### src/rtl/rmp_pkg.sv
// Shared types and constants for the regret-matching-plus update block.
package rmp_pkg;

   localparam int REGRET_W = 31;
   localparam int SUM_W    = 48;
   localparam int PROB_W   = 17;
   localparam logic [PROB_W-1:0] ONE_Q16 = 17'd65536;

   typedef struct packed {
      logic signed [31:0] regret_delta;
      logic [16:0]        reach_prob;
   } req_type;

   typedef struct packed {
      logic [3:0]  action_index;
      logic [16:0] current_prob;
      logic [16:0] average_prob;
      logic        last;
   } rsp_type;

   typedef enum logic [3:0] {
      ST_IDLE,
      ST_RSUM,
      ST_UNI,
      ST_UNI_WAIT,
      ST_CDIV,
      ST_CDIV_WAIT,
      ST_MUL,
      ST_MUL_ACC,
      ST_ADIV,
      ST_ADIV_WAIT,
      ST_OUT
   } state_type;

   // Divider request: dividend and divisor, both up to 64 bits.
   typedef struct packed {
      logic        start;
      logic [63:0] dividend;
      logic [63:0] divisor;
   } div_req_type;

   typedef struct packed {
      logic        done;
      logic [63:0] quotient;
   } div_rsp_type;

endpackage

### src/rtl/rmp_divider.sv
// Radix-2 restoring divider: one quotient bit per cycle.
module rmp_divider (
   input  logic                 clock,
   input  logic                 reset,
   input  rmp_pkg::div_req_type div_req,
   output rmp_pkg::div_rsp_type div_rsp
);
   import rmp_pkg::*;

   logic [63:0] quo_ff, quo_in;
   logic [64:0] rem_ff, rem_in;
   logic [63:0] den_ff, den_in;
   logic [6:0]  cnt_ff, cnt_in;
   logic        busy_ff, busy_in;
   logic        done_ff, done_in;
   logic [64:0] trial;
   logic [64:0] shifted;

   always_comb begin
      quo_in  = quo_ff;
      rem_in  = rem_ff;
      den_in  = den_ff;
      cnt_in  = cnt_ff;
      busy_in = busy_ff;
      done_in = 1'b0;
      shifted = {rem_ff[63:0], quo_ff[63]};
      trial   = shifted - {1'b0, den_ff};
      if (div_req.start) begin
         quo_in  = div_req.dividend;
         rem_in  = '0;
         den_in  = div_req.divisor;
         cnt_in  = '0;
         busy_in = 1'b1;
      end else if (busy_ff) begin
         // Shift in the next dividend bit, subtract when it fits.
         if (!trial[64]) begin
            rem_in = trial;
            quo_in = {quo_ff[62:0], 1'b1};
         end else begin
            rem_in = shifted;
            quo_in = {quo_ff[62:0], 1'b0};
         end
         cnt_in = cnt_ff + 7'd1;
         if (cnt_ff == 7'd63) begin
            busy_in = 1'b0;
            done_in = 1'b1;
         end
      end
   end

   always_ff @(posedge clock) begin
      if (reset) begin
         busy_ff <= 1'b0;
         done_ff <= 1'b0;
         cnt_ff  <= '0;
      end else begin
         busy_ff <= busy_in;
         done_ff <= done_in;
         cnt_ff  <= cnt_in;
      end
      quo_ff <= quo_in;
      rem_ff <= rem_in;
      den_ff <= den_in;
   end

   assign div_rsp.done     = done_ff;
   assign div_rsp.quotient = quo_ff;

`ifndef NO_ASSERTIONS
   a_done_pulse: assert property (@(posedge clock) disable iff (reset)
      done_ff |=> !done_ff) else $error("divider done held");
   a_done_busy: assert property (@(posedge clock) disable iff (reset)
      done_ff |-> !busy_ff) else $error("divider done while busy");
   a_count: assert property (@(posedge clock) disable iff (reset)
      (busy_ff && !div_req.start) |=> (cnt_ff == $past(cnt_ff) + 7'd1) || done_ff)
      else $error("divider count skipped");
`endif
endmodule

### src/rtl/regret_matching_plus_update.sv
// Regret-matching-plus update: input items are taken while the sequencer is idle. The
// item that closes a run of N actions starts it, and the input stalls until it is done.
// The sequencer sums the N regrets, then divides for the uniform value. Each action
// then gets its current probability and strategy sum update, and afterwards each
// action gets its average probability and its result. Each divide uses the shared
// bit-serial divider. A zero regret sum skips the current-probability divides and
// uses the uniform value; a zero total skips the average divides and uses it too.
// Results go out one per action through an output register with stall. While a
// result waits there, the sequencer holds. Regret, strategy sum, strategy and reach
// stores are small register files read at the sequencer index; regret is also read
// at the input slot. num_actions of zero acts as one, above MAX_ACTIONS as
// MAX_ACTIONS; a csr write drops a partial run. Reset loads all-zero regrets and
// sums and uniform strategy.
module regret_matching_plus_update #(
   parameter int MAX_ACTIONS = 16
) (
   input  logic             clock,
   input  logic             reset,
   input  logic             req_valid,
   output logic             req_stall,
   input  rmp_pkg::req_type req_data,
   output logic             rsp_valid,
   input  logic             rsp_stall,
   output rmp_pkg::rsp_type rsp_data,
   input  logic             csr_write,
   input  logic [4:0]       csr_data
);
   import rmp_pkg::*;

   localparam int IW = (MAX_ACTIONS > 1) ? $clog2(MAX_ACTIONS) : 1;
   localparam int CW = $clog2(MAX_ACTIONS + 1);
   localparam logic [PROB_W-1:0] UNI_RST =
      PROB_W'(65536 / ((MAX_ACTIONS < 16) ? MAX_ACTIONS : 16));

   logic [REGRET_W-1:0] regret_ff [MAX_ACTIONS];
   logic [SUM_W-1:0]    ssum_ff   [MAX_ACTIONS];
   logic [PROB_W-1:0]   strat_ff  [MAX_ACTIONS];
   logic [PROB_W-1:0]   reach_ff  [MAX_ACTIONS];

   logic [4:0]    num_ff;
   logic [CW-1:0] count_ff, count_in;
   state_type     state_ff, state_in;
   logic [IW-1:0] idx_ff, idx_in;
   logic [35:0]   rsum_ff, rsum_in;   // up to 31 * (2^31-1)
   logic [53:0]   tot_ff, tot_in;     // up to 31 * (2^48-1)
   logic [PROB_W-1:0] uni_ff, uni_in;
   logic [PROB_W-1:0] avg_ff;
   logic [33:0]   prod_ff;
   logic          rsp_valid_ff, rsp_valid_in;
   rsp_type       rsp_ff;

   div_req_type div_req;
   div_rsp_type div_rsp;

   logic [CW-1:0] n_act;
   logic [CW-1:0] slot;
   logic [IW-1:0] item_idx;
   logic          accept, closes, last_idx;
   logic          out_load;
   logic signed [32:0] nr;
   logic [REGRET_W-1:0] nr_sat;
   logic [PROB_W-1:0]   reach_sat;
   logic [48:0]   ssum_new;

   rmp_divider u_div (.clock(clock), .reset(reset), .div_req(div_req), .div_rsp(div_rsp));

   // Clamp the action count into 1..MAX_ACTIONS.
   always_comb begin
      if (num_ff == 5'd0)
         n_act = CW'(1);
      else if (32'(num_ff) > MAX_ACTIONS)
         n_act = CW'(MAX_ACTIONS);
      else
         n_act = CW'(num_ff);
   end

   assign req_stall = (state_ff != ST_IDLE);
   assign accept    = req_valid && !req_stall;
   assign slot      = (count_ff >= n_act) ? n_act - CW'(1) : count_ff;
   assign item_idx  = IW'(slot);
   assign closes    = (slot + CW'(1) >= n_act);
   assign last_idx  = (CW'(idx_ff) + CW'(1) == n_act);

   // Load the output register when it is empty or its item leaves this cycle.
   assign out_load     = (state_ff == ST_OUT) && (!rsp_valid_ff || !rsp_stall);
   assign rsp_valid_in = out_load || (rsp_valid_ff && rsp_stall);

   // Accumulate regret, clamp at zero, saturate at the top.
   always_comb begin
      nr = $signed({2'b00, regret_ff[item_idx]}) + 33'(req_data.regret_delta);
      if (nr < 0)
         nr_sat = '0;
      else if (nr > 33'sh7FFFFFFF)
         nr_sat = '1;
      else
         nr_sat = nr[REGRET_W-1:0];
      reach_sat = (req_data.reach_prob > ONE_Q16) ? ONE_Q16 : req_data.reach_prob;
      ssum_new  = {1'b0, ssum_ff[idx_ff]} + 49'(prod_ff);
   end

   // Next state.
   always_comb begin
      state_in = state_ff;
      unique case (state_ff)
         ST_IDLE:      if (accept && closes) state_in = ST_RSUM;
         ST_RSUM:      if (last_idx) state_in = ST_UNI;
         ST_UNI:       state_in = ST_UNI_WAIT;
         ST_UNI_WAIT:  if (div_rsp.done) state_in = ST_CDIV;
         ST_CDIV:      state_in = (rsum_ff == '0) ? ST_MUL : ST_CDIV_WAIT;
         ST_CDIV_WAIT: if (div_rsp.done) state_in = ST_MUL;
         ST_MUL:       state_in = ST_MUL_ACC;
         ST_MUL_ACC:   state_in = last_idx ? ST_ADIV : ST_CDIV;
         ST_ADIV:      state_in = (tot_ff == '0) ? ST_OUT : ST_ADIV_WAIT;
         ST_ADIV_WAIT: if (div_rsp.done) state_in = ST_OUT;
         ST_OUT:       if (!rsp_valid_ff || !rsp_stall)
                          state_in = last_idx ? ST_IDLE : ST_ADIV;
         default:      state_in = ST_IDLE;
      endcase
   end

   // Sequencer outputs.
   always_comb begin
      idx_in   = idx_ff;
      rsum_in  = rsum_ff;
      tot_in   = tot_ff;
      uni_in   = uni_ff;
      count_in = count_ff;
      div_req  = '0;
      unique case (state_ff)
         ST_IDLE: begin
            idx_in  = '0;
            rsum_in = '0;
            tot_in  = '0;
            if (accept) count_in = closes ? '0 : slot + CW'(1);
         end
         ST_RSUM: begin
            rsum_in = rsum_ff + 36'(regret_ff[idx_ff]);
            idx_in  = last_idx ? '0 : idx_ff + IW'(1);
         end
         ST_UNI: begin
            div_req.start    = 1'b1;
            div_req.dividend = 64'(ONE_Q16);
            div_req.divisor  = 64'(n_act);
         end
         ST_UNI_WAIT: if (div_rsp.done) uni_in = div_rsp.quotient[PROB_W-1:0];
         ST_CDIV: begin
            div_req.start    = (rsum_ff != '0);
            div_req.dividend = {17'd0, regret_ff[idx_ff], 16'd0};
            div_req.divisor  = 64'(rsum_ff);
         end
         ST_MUL_ACC: begin
            tot_in = tot_ff + 54'(ssum_new[48] ? {SUM_W{1'b1}} : ssum_new[SUM_W-1:0]);
            idx_in = last_idx ? '0 : idx_ff + IW'(1);
         end
         ST_ADIV: begin
            div_req.start    = (tot_ff != '0);
            div_req.dividend = {ssum_ff[idx_ff], 16'd0};
            div_req.divisor  = 64'(tot_ff);
         end
         ST_OUT: if (!rsp_valid_ff || !rsp_stall) idx_in = idx_ff + IW'(1);
         default: ;
      endcase
      if (csr_write) count_in = '0;
   end

   always_ff @(posedge clock) begin
      if (reset) begin
         state_ff     <= ST_IDLE;
         num_ff       <= 5'd16;
         count_ff     <= '0;
         rsp_valid_ff <= 1'b0;
         for (int i = 0; i < MAX_ACTIONS; i++) begin
            regret_ff[i] <= '0;
            ssum_ff[i]   <= '0;
            strat_ff[i]  <= UNI_RST;
         end
      end else begin
         state_ff <= state_in;
         count_ff <= count_in;
         if (csr_write) num_ff <= csr_data;
         if (accept) regret_ff[item_idx] <= nr_sat;
         if (state_ff == ST_CDIV && rsum_ff == '0) strat_ff[idx_ff] <= uni_ff;
         if (state_ff == ST_CDIV_WAIT && div_rsp.done)
            strat_ff[idx_ff] <= div_rsp.quotient[PROB_W-1:0];
         if (state_ff == ST_MUL_ACC)
            ssum_ff[idx_ff] <= ssum_new[48] ? '1 : ssum_new[SUM_W-1:0];
         // Hold the result while stalled; load the next one when free.
         rsp_valid_ff <= rsp_valid_in;
      end
      if (accept) reach_ff[item_idx] <= reach_sat;
      idx_ff  <= idx_in;
      rsum_ff <= rsum_in;
      tot_ff  <= tot_in;
      uni_ff  <= uni_in;
      if (state_ff == ST_MUL) prod_ff <= reach_ff[idx_ff] * strat_ff[idx_ff];
      // Park the average beside the output register so a waiting item stays intact.
      if (state_ff == ST_ADIV_WAIT && div_rsp.done)
         avg_ff <= div_rsp.quotient[PROB_W-1:0];
      if (state_ff == ST_ADIV && tot_ff == '0) avg_ff <= uni_ff;
      if (out_load) begin
         rsp_ff.action_index <= 4'(idx_ff);
         rsp_ff.current_prob <= strat_ff[idx_ff];
         rsp_ff.average_prob <= avg_ff;
         rsp_ff.last         <= last_idx;
      end
   end

   assign rsp_valid = rsp_valid_ff;
   assign rsp_data  = rsp_ff;

`ifndef NO_ASSERTIONS
   a_no_accept_busy: assert property (@(posedge clock) disable iff (reset)
      (state_ff != ST_IDLE) |-> !accept) else $error("item taken while busy");
   a_out_only: assert property (@(posedge clock) disable iff (reset)
      ($rose(rsp_valid_ff)) |-> $past(state_ff) == ST_OUT) else $error("stray result");
   a_count_range: assert property (@(posedge clock) disable iff (reset)
      (state_ff == ST_IDLE) |-> count_ff <= CW'(MAX_ACTIONS)) else $error("count range");
`endif
endmodule

### config.mk
export PLATFORM = sky130hd
export DESIGN_NAME = regret_matching_plus_update
export DESIGN_NICKNAME = d
export VERILOG_FILES = /design/src/rtl/rmp_pkg.sv /design/src/rtl/rmp_divider.sv /design/src/rtl/regret_matching_plus_update.sv
export SDC_FILE = /design/constraint.sdc
export NUM_CORES = 2
export LEC_CHECK = 0
export BUFFER_PORTS_ARGS = -buffer_cell sky130_fd_sc_hd__buf_2
export CORE_MARGIN = 2
export CORE_UTILIZATION = 45
export DETAILED_ROUTE_END_ITERATION = 8
export SLEW_MARGIN = 5
export SYNTH_ARGS = -nofsm -noshare
export SYNTH_HDL_FRONTEND = slang
export SYNTH_SLANG_ARGS = --single-unit
### constraint.sdc
create_clock -name clock -period 8.9 [get_ports clock]
set_input_delay 1.78 -clock clock [delete_from_list [all_inputs] [get_ports clock]]
set_output_delay 1.78 -clock clock [all_outputs]
set_load 0.05 [all_outputs]
# Word-level counts from Yosys, hierarchy flattened
# Memories as Yosys holds them, arrays and structs flattened. A register that Yosys moved wholly into a read port is not among the register bits.
# Cells that the tools add are included.
dict set report op_classes {
  n_addsub 10
  n_mul 1
  div_mod_pow 0
  order_cmp 6
  eq_ne 18
  shift 0
  n_mux 65
  n_bitwise 2
  n_reduce_logical 36
}
# operator count
set op_table {}
lappend op_table {{$pmux 129 s3} 1}
lappend op_table {{$mux 64} 3}
lappend op_table {{$mux 48} 3}
lappend op_table {{$pmux 54 s2} 1}
lappend op_table {{$mux 31} 3}
lappend op_table {{$mux 17} 5}
lappend op_table {{$pmux 36 s2} 1}
lappend op_table {{$mux 4} 17}
lappend op_table {{$sub 65x64->65} 1}
lappend op_table {{$add 54x48->54} 1}
lappend op_table {{$logic_not 54->1} 1}
lappend op_table {{$reduce_bool 54->1} 1}
lappend op_table {{$add 48x34->49} 1}
lappend op_table {{$reduce_or 48->1} 1}
lappend op_table {{$pmux 4 s11} 1}
lappend op_table {{$add 36x31->36} 1}
lappend op_table {{$logic_not 36->1} 1}
lappend op_table {{$reduce_bool 36->1} 1}
lappend op_table {{$mul 17x17->34} 1}
lappend op_table {{$add 32x32->33} 1}
lappend op_table {{$gt 33x32->1 const B} 1}
lappend op_table {{$lt 33x1->1 const B} 1}
lappend op_table {{$reduce_or 31->1} 1}
lappend op_table {{$mux 1} 23}
lappend op_table {{34 further kinds} 66}
dict set report totals {
  register_bits 417
  latch_bits 0
  ram_bits 1808
  romBits 0
  input_bits 59
  output_inout_bits 41
  word_cells 162
  memories 4
}
# memory words word_bits read_ports rd_ports_with_merged_regs wr line
set memory_table {}
lappend memory_table {ssum_ff 16 48 1 1 16 regret_matching_plus_update.sv:36} ;# logic [SUM_W-1:0] ssum_ff [MAX_ACTIONS];
lappend memory_table {regret_ff 16 31 2 1 16 regret_matching_plus_update.sv:35} ;# logic [REGRET_W-1:0] regret_ff [MAX_ACTIONS];
lappend memory_table {reach_ff 16 17 1 1 1 regret_matching_plus_update.sv:38} ;# logic [PROB_W-1:0] reach_ff [MAX_ACTIONS];
lappend memory_table {strat_ff 16 17 1 1 16 regret_matching_plus_update.sv:37} ;# logic [PROB_W-1:0] strat_ff [MAX_ACTIONS];

# Longest topological paths before layout
# An unclocked memory read counts as a cell.
dict set report logic_depth {
  ltp_word 11
  ltp_mapped 39
  ltp_nobuf 29
}

# Cells and area by module
# A second synthesis with hierarchy kept.
dict set report unflattened {
  hier_cells 9453
  hier_area_um2 120858.4
}
# mod instances cells_per_inst area_each_um2 seq_area_each_um2
set by_module_without_submodules {}
lappend by_module_without_submodules {regret_matching_plus_update 1 8213 108944.5 60708.2}
lappend by_module_without_submodules {rmp_divider 1 1240 11913.9 5305.1}

# Least setup slack after synthesis
# No wires, ideal clock.
dict set report synth_timing {
  path_type {register to register}
  startpoint {register with a tool-made name}
  endpoint {register tot_ff[26] (data pin)}
  setup_ns 0.266
  t_arrival_ns 8.498
  t_required_ns 8.634
  slack_ns 0.136
  path_stages_with_launch 40
  n_path_buf 10
  synth_period_minus_slack_ns 8.764
  cell_sequence {dfxtp_1 > buf_6 > buf_12 > buf_12 > buf_6 > buf_4 > clkbuf_1 > buf_1 > mux4_2 > mux4_2 > ha_1 > inv_1 > fa_1 > nor2b_1 > o21a_1 > o21ai_0 > a31o_2 > o211ai_1 > (+4 left out) > buf_4 > buf_6 > nor2_4 > buf_2 > inv_1 > ha_1 > fa_1 > a211oi_1 > o21bai_1 > a221oi_1 > nand2b_1 > nand3_1 > a21oi_1 > o21ai_0 > a31o_2 > a21oi_1 > xor2_1 > nor2_1}
}
# item line
set synth_rtl {}
lappend synth_rtl {{to (signal assigned)} regret_matching_plus_update.sv:193} ;# tot_ff <= tot_in;
lappend synth_rtl {{to (decl)} regret_matching_plus_update.sv:45} ;# logic [53:0] tot_ff, tot_in;

==> results.py <==
metrics = {
    "floorplan": {
        "coreArea_um2": 260000,
        "row_count": 187,
        "die_w_um": 516,
        "start_util_pct": 45.3,
        "io_pins": 100,
        "die_area_um2": 266000,
        "die_h_um": 516,
    },
    "yosys": {
        "mappedNetlistNets": 10200,
        "syn_avg_cell_area_um2": 12.3,
        "synth-main-ff-cell": "edfxtp_1",
        "synth.distinct_cells": 97,
        "syn_area_um2": 118000,
        "async_flop_share_pct": 0,
        "yosysWarnings": 0,
        "ys_seq_elements": 2219,
        "synth_cells": 9619,
        "ys_seq_area_share_pct": 55.7,
        "synth_edf_count": 2127,
    },
    "sta": {
        "min_period_ps": 8540,
        "clock_skew_ps": 106,
        "timing.setup.tns_ps": 0,
        "rsz0062_at_grt": "no",
        "fmax_mhz": 117,
        "slew_violations": 0,
        "slew-limit-headroom_pct": 11.0,
        "setup_viol_count_final": 0,
        "worst_pin_slew_ps": 1330,
        "post-route-period-util_pct": 96.0,
        "hold_viol_final": 0,
    },
    "routing": {
        "wl_per_cell_um": 28.0,
        "first_pass_iters": 6,
        "drtAntennaViolNets": 0,
        "via_per_inst": 6.07,
        "drc_errors": 0,
        "via_count": 80800,
        "drt_iter0_markers": 9427,
        "totalWireLength_mm": 373,
    },
    "setup_path": {
        "cp.required_ps": 9480,
        "max_stage_delay_ps": 550,
        "path_buf_inv": 5,
        "cp_max_fo": 70,
        "crit_type": "flip-flop to flip-flop",
        "crit_top_cell": "a21o_1",
        "crit_path_start_kind": "flip-flop",
        "cp-end-kind": "flip-flop",
        "crit_arrival_ps": 9120,
        "path_delay_family": "compound AO/OA/AOI/OAI gates",
        "cp_slowest_cell": "nor3_1",
    },
    "cts": {
        "clockBufferDepth": 3,
        "cts-root-buf": "clkbuf_16",
        "cts_tree": "yes",
        "cts_setup_buffers": 0,
        "clkTransAtPathRegs_ps": 60,
        "cts.sinks": 2219,
        "cts_resized": 0,
        "cts_hold_buf": 0,
        "cts_max_level": 4,
        "cts_made_buffers": 231,
        "insertion_delay_ps": 940,
    },
    "global_routing": {
        "grt_use_total_pct": 27.8,
        "grt_max_degree": 105,
        "grt_first_pass_wirelength_mm": 543,
        "antenna_found_initial": 11,
        "overflow": 0,
        "grt_pass1_vias": 80200,
    },
    "worst_hold_path": {
        "hp-class": "flip-flop to flip-flop",
    },
    "finish": {
        "layout_commonest_cell": "edfxtp_1",
        "n_fill_cell": 22700,
        "area_delta_synth_final_pct": 11.0,
        "nNetsFinal": 10200,
        "drive_above_1_share_pct": 15.3,
        "final_cell_mix": "edfxtp_1, nor2_1, nand2_1, mux4_2, inv_1",
    },
    "place": {
        "dp_hpwl_mm": 235,
        "portBuffers": 99,
        "place_congestion": 0.933,
    },
    "outcome": {
        "status": "complete, no violations",
    },
    "job": {
        "drv_cap": 0,
    },
}
## worst reg2reg max path, delay by kind of cell, from the launching register on
kind | cells | cell delay (ps)
mux | 1 | 330
buf+inv | 5 | 1530
fa+ha+maj | 2 | 660
compound gates | 13 | 3410
flops | 1 | 320
simple gates | 10 | 1990
## stage by stage
| stage | worst slack, ps | std cells | utilization (%) | hold slack (ps) | instance area (um^2) |
|---|---|---|---|---|---|
| after floorplan | 136 | 9619 | - | 400 | 118000 |
| after global placement | 413 | 12900 | 47.4 | 407 | 123000 |
| after detailed placement | 257 | 12900 | 47.4 | 407 | 123000 |
| after CTS | 232 | 13300 | 50.3 | 419 | 131000 |
| after global routing | 18.9 | 13300 | 50.3 | 428 | 131000 |
| final | 355 | 13300 | 50.3 | 419 | 131000 |
## cells in the mapped netlist (all sizes together) (11+ instances only)
cell type / n / area share (%)
a21oi: 327 / 1.4
nand4: 44 / 0.23
dfxtp: 92 / 1.6
o31ai: 15 / 0.095
nand2b: 58 / 0.31
a21boi: 11 / 0.080
inv: 459 / 1.5
nor2b: 84 / 0.45
o21a: 36 / 0.23
clkbuf: 492 / 1.6
nor4: 39 / 0.21
mux2i: 60 / 0.55
o21bai: 50 / 0.32
o211ai: 19 / 0.12
xor2: 91 / 0.68
nor3: 68 / 0.29
and2: 100 / 0.53
and3: 167 / 0.89
mux2: 18 / 0.17
fa: 229 / 3.9
a21o: 111 / 0.71
nand2: 1047 / 3.3
nor2: 1888 / 6.2
a31oi: 112 / 0.59
or2: 28 / 0.15
ha: 326 / 3.5
a211oi: 77 / 0.50
a22oi: 14 / 0.089
xnor2: 131 / 0.97
nand3: 117 / 0.50
a221oi: 41 / 0.32
mux4: 551 / 11
a311oi: 78 / 0.59
or3: 17 / 0.090
buf: 170 / 0.83
a22o: 35 / 0.26
o21ai: 180 / 0.79
edfxtp: 2127 / 54
## cells by family (layout without fill, tap and decap cells)
kind of cell               Yosys count  after routing  share of synthesized area, %
AOI/OAI and AO/OA                 1175           1175                          6.64
xor gates and xnor gates           222            222                          1.65
adders and majority gates          555            555                          7.35
buffers and inverters             1124           1321                          3.87
DFF                               2219           2219                          55.7
muxes                              629            629                          11.3
other                                0              2                             0
and+or+nand+nor                   3695           3695                          13.5
## metal layers
metal,up-vias,track usage (%),routed length [um]
met4,8,9.92,14100
met5,-,0,46
met1,41200,37.1,146000
met3,763,4.41,33200
met2,4121,46.2,180000
li1,34800,-,-
## final cells by class
type	instances	area, um^2	area share, %
diodes	2	5.00	0.00382
clock buffers	288	6090	4.65
clock inverters	145	1450	1.11
inverters	462	1760	1.34
multi-input cells	6276	48100	36.7
flip-flops and latches	2219	65700	50.2
well taps	3496	4370	3.34
repair buffers	426	3460	2.64
## registers in the layout, indices dropped and copies added (netlist names), 36 cells and up, named ones only
signal,count
rsp_data,39
tot_ff,54
u_div.den_ff,54
strat_ff,272
u_div.rem_ff,64
u_div.quo_ff,64
regret_ff,496
ssum_ff,768
rsum_ff,36
reach_ff,272
## path summary, 6_finish.rpt
check,slack (ps),endpoint,depth (start not counted),start
max,360,regret_ff[15][25],31,num_ff[1]
min,420,rsp_data[7],0,avg_ff[6]
max reg2reg,360,regret_ff[15][25],31,num_ff[1]
min reg2reg,420,rsp_data[7],0,avg_ff[6]
Power is left out: the tool's default activity adds up to more than one toggle a clock period on the data nets, which glitch-free logic cannot reach.
